## src/design/iht_pkg.sv

```systemverilog
// ----------------------------------------------------------------------------
// iht_pkg
// Shared types and constants for the identifier history table.
// ----------------------------------------------------------------------------
package iht_pkg;

  localparam int HISTORY_DEPTH_DEF = 20;
  localparam int ID_W              = 32;
  localparam int TIME_W            = 31;
  localparam int SLOT_W            = 5;
  localparam int ELAPSED_W         = 32;

  typedef enum logic {
    REQ_RECORD = 1'b0,
    REQ_QUERY  = 1'b1
  } req_kind_t;

  typedef enum logic [1:0] {
    ST_IDLE,
    ST_SCAN,
    ST_FINISH
  } state_t;

  typedef struct packed {
    req_kind_t           req_type;
    logic [ID_W-1:0]     trainer_id;
    logic [TIME_W-1:0]   now_seconds;
  } request_t;

  typedef struct packed {
    logic [SLOT_W-1:0]           slot;
    logic                        found;
    logic signed [ELAPSED_W-1:0] elapsed;
  } result_t;

  typedef struct packed {
    logic [ID_W-1:0]   id;
    logic [TIME_W-1:0] stamp;
  } entry_t;

endpackage

```

## src/design/id_history_table_oldest_replace.sv

```systemverilog
// ----------------------------------------------------------------------------
// id_history_table_oldest_replace
// Identifier history table with record and query requests and
// oldest-timestamp replacement.
// ----------------------------------------------------------------------------
// A request is taken when start is high and busy is low. The sequencer then
// reads the table one entry per cycle through a single memory port, tracking
// the first match, the first empty entry and the oldest entry, and reuses one
// 32-bit subtractor for the timestamp compare and for the elapsed time. The
// result beat appears on result with done high for one cycle, once the scan
// and the finish step are through. busy stays high through the scan and the
// finish step and drops in the cycle that carries the result beat, so the
// next request can be taken in that cycle but not before. The receiver
// cannot stall and must take each beat.
// ----------------------------------------------------------------------------
module id_history_table_oldest_replace #(
  parameter int HISTORY_DEPTH = iht_pkg::HISTORY_DEPTH_DEF
) (
  input  logic              clk,
  input  logic              rst,
  input  logic              start,
  output logic              busy,
  input  iht_pkg::request_t request,
  output logic              done,
  output iht_pkg::result_t  result
);

  localparam int IDX_W = (HISTORY_DEPTH > 1) ? $clog2(HISTORY_DEPTH) : 1;
  localparam int CNT_W = $clog2(HISTORY_DEPTH + 1);

  iht_pkg::state_t   state, state_next;
  iht_pkg::request_t req_q;
  iht_pkg::entry_t   cur;
  iht_pkg::entry_t   wr_entry;

  logic [CNT_W-1:0] issue_cnt;
  logic             cmp_vld;
  logic [IDX_W-1:0] cmp_idx;
  logic             cmp_last;

  logic             hit_found;
  logic [IDX_W-1:0] hit_idx;
  logic [iht_pkg::TIME_W-1:0] hit_time;
  logic             emp_found;
  logic [IDX_W-1:0] emp_idx;
  logic [IDX_W-1:0] best_idx;
  logic [iht_pkg::TIME_W-1:0] best_time;

  logic             rd_en;
  logic             wr_en;
  logic             accept;
  logic             sel_final;
  logic [iht_pkg::ELAPSED_W-1:0] op_a, op_b, diff;
  logic             less;
  logic [IDX_W-1:0] fin_idx;
  logic [31:0]      slot_ext;

  assign accept   = start && !busy;
  assign cmp_last = (cmp_idx == IDX_W'(HISTORY_DEPTH - 1));

  // next state
  always_comb begin
    state_next = state;
    unique case (state)
      iht_pkg::ST_IDLE: begin
        if (start) state_next = iht_pkg::ST_SCAN;
      end
      iht_pkg::ST_SCAN: begin
        if (cmp_vld && cmp_last) state_next = iht_pkg::ST_FINISH;
      end
      iht_pkg::ST_FINISH: begin
        state_next = iht_pkg::ST_IDLE;
      end
      default: state_next = iht_pkg::ST_IDLE;
    endcase
  end

  // sequencer outputs
  always_comb begin
    busy      = 1'b1;
    rd_en     = 1'b0;
    wr_en     = 1'b0;
    sel_final = 1'b0;
    unique case (state)
      iht_pkg::ST_IDLE: begin
        busy = 1'b0;
      end
      iht_pkg::ST_SCAN: begin
        rd_en = (issue_cnt < CNT_W'(HISTORY_DEPTH));
      end
      iht_pkg::ST_FINISH: begin
        sel_final = 1'b1;
        wr_en     = (req_q.req_type == iht_pkg::REQ_RECORD);
      end
      default: busy = 1'b1;
    endcase
  end

  always_ff @(posedge clk) begin
    if (rst) begin
      state <= iht_pkg::ST_IDLE;
    end else begin
      state <= state_next;
    end
  end

  // shared subtractor: timestamp compare during scan, elapsed time at finish
  assign op_a = sel_final ? {1'b0, req_q.now_seconds} : {1'b0, cur.stamp};
  assign op_b = sel_final ? {1'b0, hit_time} : {1'b0, best_time};
  assign diff = op_a - op_b;
  assign less = diff[iht_pkg::ELAPSED_W-1];

  iht_store #(
    .DEPTH(HISTORY_DEPTH)
  ) u_store (
    .clk      (clk),
    .rst      (rst),
    .rd_en    (rd_en),
    .rd_addr  (issue_cnt[IDX_W-1:0]),
    .rd_entry (cur),
    .wr_en    (wr_en),
    .wr_addr  (fin_idx),
    .wr_entry (wr_entry)
  );

  assign wr_entry = '{id: req_q.trainer_id, stamp: req_q.now_seconds};

  // scan control
  always_ff @(posedge clk) begin
    if (rst) begin
      issue_cnt <= '0;
      cmp_vld   <= 1'b0;
      hit_found <= 1'b0;
      emp_found <= 1'b0;
    end else begin
      cmp_vld <= rd_en;
      if (accept) begin
        issue_cnt <= '0;
        hit_found <= 1'b0;
        emp_found <= 1'b0;
      end else begin
        if (rd_en) issue_cnt <= issue_cnt + CNT_W'(1);
        if (cmp_vld && !hit_found && cur.id == req_q.trainer_id) hit_found <= 1'b1;
        if (cmp_vld && !emp_found && cur.id == '0) emp_found <= 1'b1;
      end
    end
  end

  // scan datapath
  always_ff @(posedge clk) begin
    if (accept) begin
      req_q <= request;
    end
    if (rd_en) begin
      cmp_idx <= issue_cnt[IDX_W-1:0];
    end
    if (cmp_vld) begin
      if (!hit_found && cur.id == req_q.trainer_id) begin
        hit_idx  <= cmp_idx;
        hit_time <= cur.stamp;
      end
      if (!emp_found && cur.id == '0) begin
        emp_idx <= cmp_idx;
      end
      if (cmp_idx == '0 || less) begin
        best_idx  <= cmp_idx;
        best_time <= cur.stamp;
      end
    end
  end

  // chosen entry
  always_comb begin
    if (hit_found) begin
      fin_idx = hit_idx;
    end else if (req_q.req_type == iht_pkg::REQ_QUERY) begin
      fin_idx = '0;
    end else if (emp_found) begin
      fin_idx = emp_idx;
    end else begin
      fin_idx = best_idx;
    end
  end

  assign slot_ext = 32'(fin_idx);

  // result beat
  always_ff @(posedge clk) begin
    if (rst) begin
      done <= 1'b0;
    end else begin
      done <= sel_final;
    end
  end

  always_ff @(posedge clk) begin
    if (sel_final) begin
      result.slot    <= slot_ext[iht_pkg::SLOT_W-1:0];
      result.found   <= hit_found;
      result.elapsed <= (req_q.req_type == iht_pkg::REQ_QUERY && hit_found) ?
                        $signed(diff) : '0;
    end
  end

  a_done_after_finish: assert property (@(posedge clk) disable iff (rst)
    done |-> $past(state) == iht_pkg::ST_FINISH)
    else $error("result beat without finish step");

  a_accept_starts_scan: assert property (@(posedge clk) disable iff (rst)
    accept |=> state == iht_pkg::ST_SCAN)
    else $error("accepted request did not start a scan");

  a_query_miss_zero: assert property (@(posedge clk) disable iff (rst)
    done && req_q.req_type == iht_pkg::REQ_QUERY && !result.found
    |-> result.slot == '0 && result.elapsed == '0)
    else $error("query miss with nonzero fields");

  a_record_elapsed_zero: assert property (@(posedge clk) disable iff (rst)
    done && req_q.req_type == iht_pkg::REQ_RECORD |-> result.elapsed == '0)
    else $error("record beat with nonzero elapsed");

  a_write_only_at_finish: assert property (@(posedge clk) disable iff (rst)
    wr_en |-> !rd_en && !cmp_vld)
    else $error("table write during scan");

endmodule

```

## src/design/iht_store.sv

```systemverilog
// ----------------------------------------------------------------------------
// iht_store
// Entry memory with per-entry valid bits; one write and one registered read
// per cycle, entries never written read back as zero.
// ----------------------------------------------------------------------------
module iht_store #(
  parameter int DEPTH = iht_pkg::HISTORY_DEPTH_DEF
) (
  input  logic                                  clk,
  input  logic                                  rst,
  input  logic                                  rd_en,
  input  logic [(DEPTH > 1 ? $clog2(DEPTH) : 1)-1:0] rd_addr,
  output iht_pkg::entry_t                       rd_entry,
  input  logic                                  wr_en,
  input  logic [(DEPTH > 1 ? $clog2(DEPTH) : 1)-1:0] wr_addr,
  input  iht_pkg::entry_t                       wr_entry
);

  iht_pkg::entry_t mem [DEPTH];
  logic [DEPTH-1:0] vld;
  iht_pkg::entry_t mem_q;
  logic            vld_q;

  always_ff @(posedge clk) begin
    if (wr_en) begin
      mem[wr_addr] <= wr_entry;
    end
    if (rd_en) begin
      mem_q <= mem[rd_addr];
    end
  end

  always_ff @(posedge clk) begin
    if (rst) begin
      vld   <= '0;
      vld_q <= 1'b0;
    end else begin
      if (wr_en) begin
        vld[wr_addr] <= 1'b1;
      end
      if (rd_en) begin
        vld_q <= vld[rd_addr];
      end
    end
  end

  assign rd_entry = vld_q ? mem_q : '0;

endmodule

```

## config.mk

```make
export PLATFORM = sky130hd
export DESIGN_NAME = id_history_table_oldest_replace
export DESIGN_NICKNAME = d
export VERILOG_FILES = /design/src/design/iht_pkg.sv /design/src/design/id_history_table_oldest_replace.sv /design/src/design/iht_store.sv
export SDC_FILE = /design/constraint.sdc
export NUM_CORES = 2
export LEC_CHECK = 0
export BUFFER_PORTS_ARGS = -buffer_cell sky130_fd_sc_hd__buf_2
export CORE_MARGIN = 10
export CORE_UTILIZATION = 50
export CTS_BUF_LIST = sky130_fd_sc_hd__clkbuf_8
export DETAILED_ROUTE_END_ITERATION = 7
export GPL_TIMING_DRIVEN = 0
export PLACE_DENSITY_LB_ADDON = 0.2
export SLEW_MARGIN = 10
export SYNTH_ARGS = -nofsm -noshare
export SYNTH_HDL_FRONTEND = slang
export SYNTH_SLANG_ARGS = --single-unit
```

## constraint.sdc

```tcl
create_clock -name clk -period 7.5 [get_ports clk]
set_clock_uncertainty 0.15 [all_clocks]
set_input_delay 0 -clock clk [delete_from_list [all_inputs] [get_ports clk]]
set_output_delay 0 -clock clk [all_outputs]
set_load 0.05 [all_outputs]
```

* Word-level counts from Yosys, hierarchy flattened
Memory sizes are Yosys's and may differ from the RTL's. A register that Yosys moved wholly into a read port is not among the register bits.
Cells that the tools add are included.
** Storage, ports and cells
- Bits in registers :: 216
- Bits in writable memories :: 1260
- Input port bits :: 67
- Output and inout bits :: 40
- Logic and storage cells :: 75
- Memories kept :: 1
** Memories
- u_store.mem :: words 20, bits a word 63, rd ports 1, clocked after memory_dff 1, write ports 1, RTL line iht_store.sv:19 : iht_pkg::entry_t mem [DEPTH];
** Cells by class
- $add $sub $neg :: 2
- Order comparisons :: 4
- Equality and inequality tests :: 6
- Mux-type cells :: 19
- Bitwise operators :: 2
- Reductions and logical operators :: 21
** Operators by type and width (count)
- 63-bit two-way mux :: 1
- 31-bit two-way mux :: 2
- 32-bit equality test :: 1
- 32-bit zero test :: 1
- 31-bit by 31-bit subtractor with 32-bit output :: 1
- 20-bit bitwise OR :: 1
- 5-bit two-way mux :: 3
- 5-bit by 6-bit < comparator with 1-bit output (second input constant) :: 2
- 1-bit logical AND :: 10
- 1-bit two-way mux :: 8
- 2-bit AND reduction :: 4
- 5-bit by 1-bit adder with 5-bit output (second input constant) :: 1
- 1-bit binary-select mux with 5-bit select :: 1
- 1-bit demux with 5-bit select :: 1
- 5-bit equality test (second input constant) :: 1
- 5-bit by 1-bit greater-or-equal comparator with 1-bit output (second input constant) :: 1
- 5-bit zero test :: 1
- 5-bit < comparator (second input constant) :: 1
- 2-bit two-way mux :: 2
- 2-bit != test (second input constant) :: 2
- 2-bit one-hot mux with 2 select lines :: 1
- 2-bit by 1-bit equality test with 1-bit output (second input constant) :: 1
- 2-bit equality test (second input constant) :: 1
- 1-bit zero test :: 2
- other kinds (4) :: 4

* Depth between registers and ports, before layout
- Word-level depth :: 8
- Gate-level depth with buffers :: 16

* Hierarchy
From an unflattened synthesis, not the netlist that was laid out.
** Second synthesis, totals
- Cells, all modules :: 3133
- Area total of the unflattened synthesis :: 59905.0 um^2
** By module, submodules not included
- iht_store :: times used 1, cells an instance 2411, area each 50825.0 um^2, seq. area each 40148.5 um^2
- id_history_table_oldest_replace :: times used 1, cells an instance 722, area each 9080.0 um^2, seq. area each 5745.5 um^2

* Worst setup path before layout
No wires, ideal clock.
- Path type :: flip-flop to flip-flop
- Start point :: register state[0]
- End point :: register best_idx[0], enable pin
- Library setup time :: 0.451 ns
- Data arrival time :: 5.431 ns
- Data required time :: 6.899 ns
- Path slack :: 1.468 ns
- Cell stages (with the launch flop) :: 16
- Buffers on the path :: 3
- Clock period less this slack :: 6.032 ns
- Cell sequence :: dfxtp_1 > nand2b_1 > clkbuf_1 > inv_1 > clkbuf_1 > nand2_1 > nand2_1 > ha_1 > clkbuf_1 > a21o_1 > a21o_1 > a21oi_1 > nand2_1 > o21ai_1 > o21ai_1 > a31oi_1
** Between the ends
- Longest elaborated chain between the ends :: 6
** Ends and longest elaborated chain
- start, declared :: RTL line id_history_table_oldest_replace.sv:31 : iht_pkg::state_t state, state_next;
- start signal, assigned :: RTL line id_history_table_oldest_replace.sv:101 : state <= iht_pkg::ST_IDLE;
- start signal, assigned :: RTL line id_history_table_oldest_replace.sv:103 : state <= state_next;
- 2-bit equality test (*) :: RTL line id_history_table_oldest_replace.sv:84 : unique case (state)
- 1-bit two-way mux (*) :: RTL line id_history_table_oldest_replace.sv:84
- net sel_final :: RTL line id_history_table_oldest_replace.sv:52 : logic sel_final;
- 31-bit two-way mux (on tied branches) :: RTL line id_history_table_oldest_replace.sv:108, id_history_table_oldest_replace.sv:109
- 31-bit by 31-bit subtractor with 32-bit output (*) :: RTL line id_history_table_oldest_replace.sv:110 : assign diff = op_a - op_b;
- 1-bit logical OR (*) :: RTL line id_history_table_oldest_replace.sv:165 : if (cmp_idx == '0 || less) begin
- 2-bit AND reduction (no source line) (*)
- end signal, assigned :: RTL line id_history_table_oldest_replace.sv:166 : best_idx <= cmp_idx;
- end, declared :: RTL line id_history_table_oldest_replace.sv:46 : logic [IDX_W-1:0] best_idx;
Mark *: on every way through the listed nets, which the timed path passes. The rest lies on a longest branch.
A chain may end at the register's enable or synchronous reset.

* Worst setup path after layout
- Start point :: register state[0]
- End point :: register best_time[8] (netlist name), enable pin
** Between the ends
- Longest elaborated chain between the ends :: 6
** Ends and longest elaborated chain
- 2-bit equality test (*) :: RTL line id_history_table_oldest_replace.sv:84
- 1-bit two-way mux (*) :: RTL line id_history_table_oldest_replace.sv:84
- 31-bit two-way mux (on tied branches) :: RTL line id_history_table_oldest_replace.sv:108, id_history_table_oldest_replace.sv:109
- 31-bit by 31-bit subtractor with 32-bit output (*) :: RTL line id_history_table_oldest_replace.sv:110
- 1-bit logical OR (*) :: RTL line id_history_table_oldest_replace.sv:165
- 2-bit AND reduction (no source line) (*)
- end signal, assigned :: RTL line id_history_table_oldest_replace.sv:167 : best_time <= cur.stamp;
- end, declared :: RTL line id_history_table_oldest_replace.sv:47 : logic [iht_pkg::TIME_W-1:0] best_time;
Mark *: on every way between the ends. The rest lies on a longest branch, timed or not.

==> flow_results.org <==
** Setup path
- Top cell family by delay on the critical path :: compound AO/OA/AOI/OAI gates
- The worst register-to-register path has a depth of 15.
- Cell depth of the worst setup path :: 15
- The worst setup path is launched from a flop.
- Critical path's slowest cell :: sky130_fd_sc_hd__buf_1
- The largest single stage delay on the critical path is 740 ps.
- Maximum fanout along the worst path :: 21
- Arrival time at the worst endpoint :: 6300 ps
- The critical path is of the reg -> reg type.
- Data on the critical path is required at its endpoint by about 8000 ps.
- The signal on the critical path passes through nand2b_1, clkbuf_1, buf_1, nand2_1, nand2_1, ha_1, nor2b_1, o2111a_1, o2111a_1, a211oi_2, a21oi_1, o21ai_1, o21ai_1, a31oi_4, buf_16.
- The number of buffers and inverters on the critical path is 3.
- STA classifies the critical path endpoint as a flop.

** STA
- Setup repair after global routing left no endpoint under its margin.
- Achievable Freq :: 171.4 MHz
- Measured against its own limit, the worst slew margin works out to 0.1274.
- The clock period could shrink to between 5000 and 6000 ps.
- Portion of the clock cycle consumed by the worst path in the final layout :: 0.7779
- For the pin with the worst max-slew slack, the measured transition is between 1000 and 1500 ps.
- Final setup vio count :: 0
- The final number of max-transition violations is 0.
- The hold violation count in the final report is 0.

** Clock network
- After clock tree synthesis, the repair step resized 0 gates.
- The root buffer cell chosen for the clock tree is sky130_fd_sc_hd__clkbuf_8.
- # clock sinks :: about 1,500
- H-tree depth :: 4
- No sink is reached through more buffers than the 3 on the longest clock path.
- Cts-stage hold buffer count :: between 100 and 150
- Clock buffer count from CTS :: 237
- Clk slew on worst S/H paths :: around 60 ps
- Worst-Skew Late Latency :: 950 ps
- Number of setup buffers added after CTS :: 0
- TritonCTS built the clock tree.

** Power and ir drop
- Leakage power figure :: about 23 nW
- Of the total power, combinational logic draws 0.041.
- Maximum vdd ir drop :: approximately 0.20 mV
- The share of total power dissipated in sequential elements is 0.578.
- The analysis attributes to net switching a power of 3.630 mW.
- Clock power share :: 0.382
- Power density cells :: ~240 nW/µm²
- The internal portion of the total power is approximately 13 mW.
- Of the total power, the share spent switching nets is 0.2177.
- Total Power :: approximately 17 mW

** Finish
- Post-synthesis to final-layout area growth :: 16.75%
- Layout cell share with drive strength beyond 1 :: 0.2602
- Non-filler cells in the finished layout :: slightly above 5,000
- Fill cells :: 8,593
- Final design utilization :: 0.5872
- Summing all flip-flop and latch instances after layout gives between 40,000 and 50,000 µm².
- Multi-input logic area :: about 14,000 µm²
- In the final design database the tool counted 3,421 nets.

** GRT
- Maximum number of pins on one net before global-route repair :: 40
- First-pass GRT wire length :: 212,100 µm
- GRT Total Usage :: 0.2131
- Total gr overflow :: 0
- Via count of the first global-routing pass :: roughly 32,000
- Number of antenna violations at the first check in global routing :: 2

** Drt
- Once detail routing completed, the nets flagged for antenna violations numbered 0.
- The first detailed-routing pass took 6 iterations.
- Final routed wirelength across all metal layers :: 144,200 µm
- The routed layout has a little over 30,000 vias.
- Drc violations :: 0
- After detailed routing, the average wire length per cell comes to roughly 28 µm.
- Via density :: just under 6
- In this run, the number of DRC markers left after iteration 0 of detailed routing was between 3,000 and 4,000.

** Synthesis
- Counting flops with a built-in enable in the synthesized netlist gives between 1,500 and 2,000.
- For this run, asynchronously set or reset flops after synthesis account for 0.
- Counting distinct cell types in the post-synthesis netlist gives 63.
- Number of synthesized register bits :: 1,539
- The number of nets handed over by synthesis was approximately 2,900.
- Synthesis produced a netlist whose cell count is 2,770.
- The mapped netlist covers between 60,000 and 70,000 µm².
- The share of the Yosys chip area taken by registers is 0.7626.
- Per-instance average area after synthesis :: around 22 µm²
- Ys Warns :: 0
- Most common flop cell mapped by yosys :: sky130_fd_sc_hd__edfxtp_1

** Floorplan
- Floorplan die area :: 134,600 µm²
- The floorplan step set the die width to between 300 and 400 µm.
- Die height :: about 370 µm
- Area of the placeable core :: about 120,000 µm²
- about 110 I/O pins were placed.
- Initial Util :: 0.5030
- The initialized floorplan defines between 100 and 150 standard-cell rows.

** Placed design
- The congestion estimate from routability-driven global placement came to a little under 0.9.
- Number of port buffers :: roughly 110
- The HPWL after detailed placement is between 90,000 and 100,000 µm.
- # placed instances :: ~4,600

** Run status
- The flow ran to the end, and the final reports show no timing, DRC or antenna violations.

** Worst hold path
- The worst hold path belongs to the class in -> reg.
- Hold path depth :: 4

** Run
- MaxCap Viol Count :: 0
[Yosys cell counts, drive strengths merged, types with 22 or more instances]
| cell | instances | area share |
|---|---|---|
| mux4 | 384 | 0.15 |
| mux2i | 37 | 0.0062 |
| ha | 32 | 0.0067 |
| inv | 27 | 0.0017 |
| nand2 | 133 | 0.0083 |
| a21oi | 35 | 0.0029 |
| o21ai | 35 | 0.0029 |
| mux2 | 63 | 0.012 |
| buf | 48 | 0.0074 |
| dfxtp | 32 | 0.011 |
| xnor2 | 22 | 0.0032 |
| clkbuf | 78 | 0.0049 |
| edfxtp | 1507 | 0.75 |
| and2 | 33 | 0.0034 |
| nor2 | 123 | 0.0077 |
[cell usage in the layout (no fill, tap or decap), types with 60 or more instances in the layout]
master	netlist	layout
sky130_fd_sc_hd__nand2_1	133	133
sky130_fd_sc_hd__clkbuf_8	0	244
sky130_fd_sc_hd__mux4_1	78	78
sky130_fd_sc_hd__buf_2	14	119
sky130_fd_sc_hd__edfxtp_1	1507	1507
sky130_fd_sc_hd__clkbuf_1	78	76
sky130_fd_sc_hd__mux4_2	306	306
sky130_fd_sc_hd__clkinv_1	0	60
sky130_fd_sc_hd__dlygate4sd3_1	0	132
sky130_fd_sc_hd__inv_1	27	110
sky130_fd_sc_hd__mux2_2	63	63
sky130_fd_sc_hd__nor2_1	123	102
[area by class of cell]
| type | count | area share |
|---|---|---|
| Sequential cell | 1539 | 0.6532 |
| Multi-Input combinational cell | 1078 | 0.1939 |
| Timing Repair Buffer | 312 | 0.05107 |
| Clock buffer | 244 | 0.04780 |
| Tap cell | 1612 | 0.02871 |
| Clock inverter | 187 | 0.01329 |
| Buffer | 126 | 0.01056 |
| Inverter | 27 | 0.001442 |
| Antenna cell | 1 | 0.00003562 |
[kinds of logic after synthesis]
family / share of synthesized area
AOI/OAI and AO/OA: 0.01620
DFF: 0.7626
and+or+nand+nor: 0.02834
buffers and inverters: 0.01397
adders and majority gates: 0.006986
xor gates and xnor gates: 0.005385
muxes: 0.1665
[worst reg2reg max path: stages (launching register included)]
cell and delay [ps]:
sky130_fd_sc_hd__dfxtp_1 400, sky130_fd_sc_hd__nand2b_1 290, sky130_fd_sc_hd__clkbuf_1 500, sky130_fd_sc_hd__buf_1 740
sky130_fd_sc_hd__nand2_1 110, sky130_fd_sc_hd__nand2_1 150, sky130_fd_sc_hd__ha_1 230, sky130_fd_sc_hd__nor2b_1 140
sky130_fd_sc_hd__o2111a_1 260, sky130_fd_sc_hd__o2111a_1 250, sky130_fd_sc_hd__a211oi_2 400, sky130_fd_sc_hd__a21oi_1 290
sky130_fd_sc_hd__o21ai_1 380, sky130_fd_sc_hd__o21ai_1 220, sky130_fd_sc_hd__a31oi_4 720, sky130_fd_sc_hd__buf_16 260
[path summary, 6_finish.rpt]
check,startpoint,end,slack (ps)
setup / recovery,state[0]$_SDFFE_PP0P_,best_time[8]$_DFFE_PP_,1670
hold / removal,rst,u_store.vld[2]$_SDFFE_PP0P_,130
setup reg to reg,state[0]$_SDFFE_PP0P_,best_time[8]$_DFFE_PP_,1670
hold reg to reg,issue_cnt[2]$_SDFFE_PP0P_,cmp_idx[2]$_DFFE_PP_,280
[metrics by stage]
stage	instance area, µm²	hold slack, ps	setup TNS (ps)	setup WS (ps)
6_report	70260	134.3	0	1666
5_1_grt	70260	120.6	0	1471
4_1_cts	70250	19.87	0	1725
3_5_place_dp	64640	28.14	0	1747
3_3_place_gp	62720	27.17	-2023380	-2026
2_1_floorplan	60180	-51.13	0	1468
[registers in the layout, indices dropped and copies added (netlist names), 2 cells and up]
register and cells:
best_time 31, issue_cnt 5, cmp_idx 5, hit_idx 5, best_idx 5, result 38, u_store.mem 1260, u_store.vld 20
hit_time 31, u_store.mem_q 63, req_q 64, emp_idx 5, state 2
[power groups by stage]
stage | Sequential (mW) | Combinational, mW | Clock, mW
after floorplan | 9.75 | 0.437 | 0
after global placement | 9.80 | 0.599 | 0
after detailed placement | 9.81 | 0.626 | 0
after CTS | 9.63 | 0.682 | 6.50
after global routing | 9.64 | 0.725 | 6.91
final | 9.63 | 0.677 | 6.37
[routing by layer]
layer | track usage | part of all wire | wire, µm
met4 | 0.06978 | 0.027 | 3881
met2 | 0.3484 | 0.49 | 70800
met5 | 0 | 0 | 0
met3 | 0.03772 | 0.070 | 10080
met1 | 0.2911 | 0.41 | 59400
No activity file was read; power rests on OpenSTA's default activity.
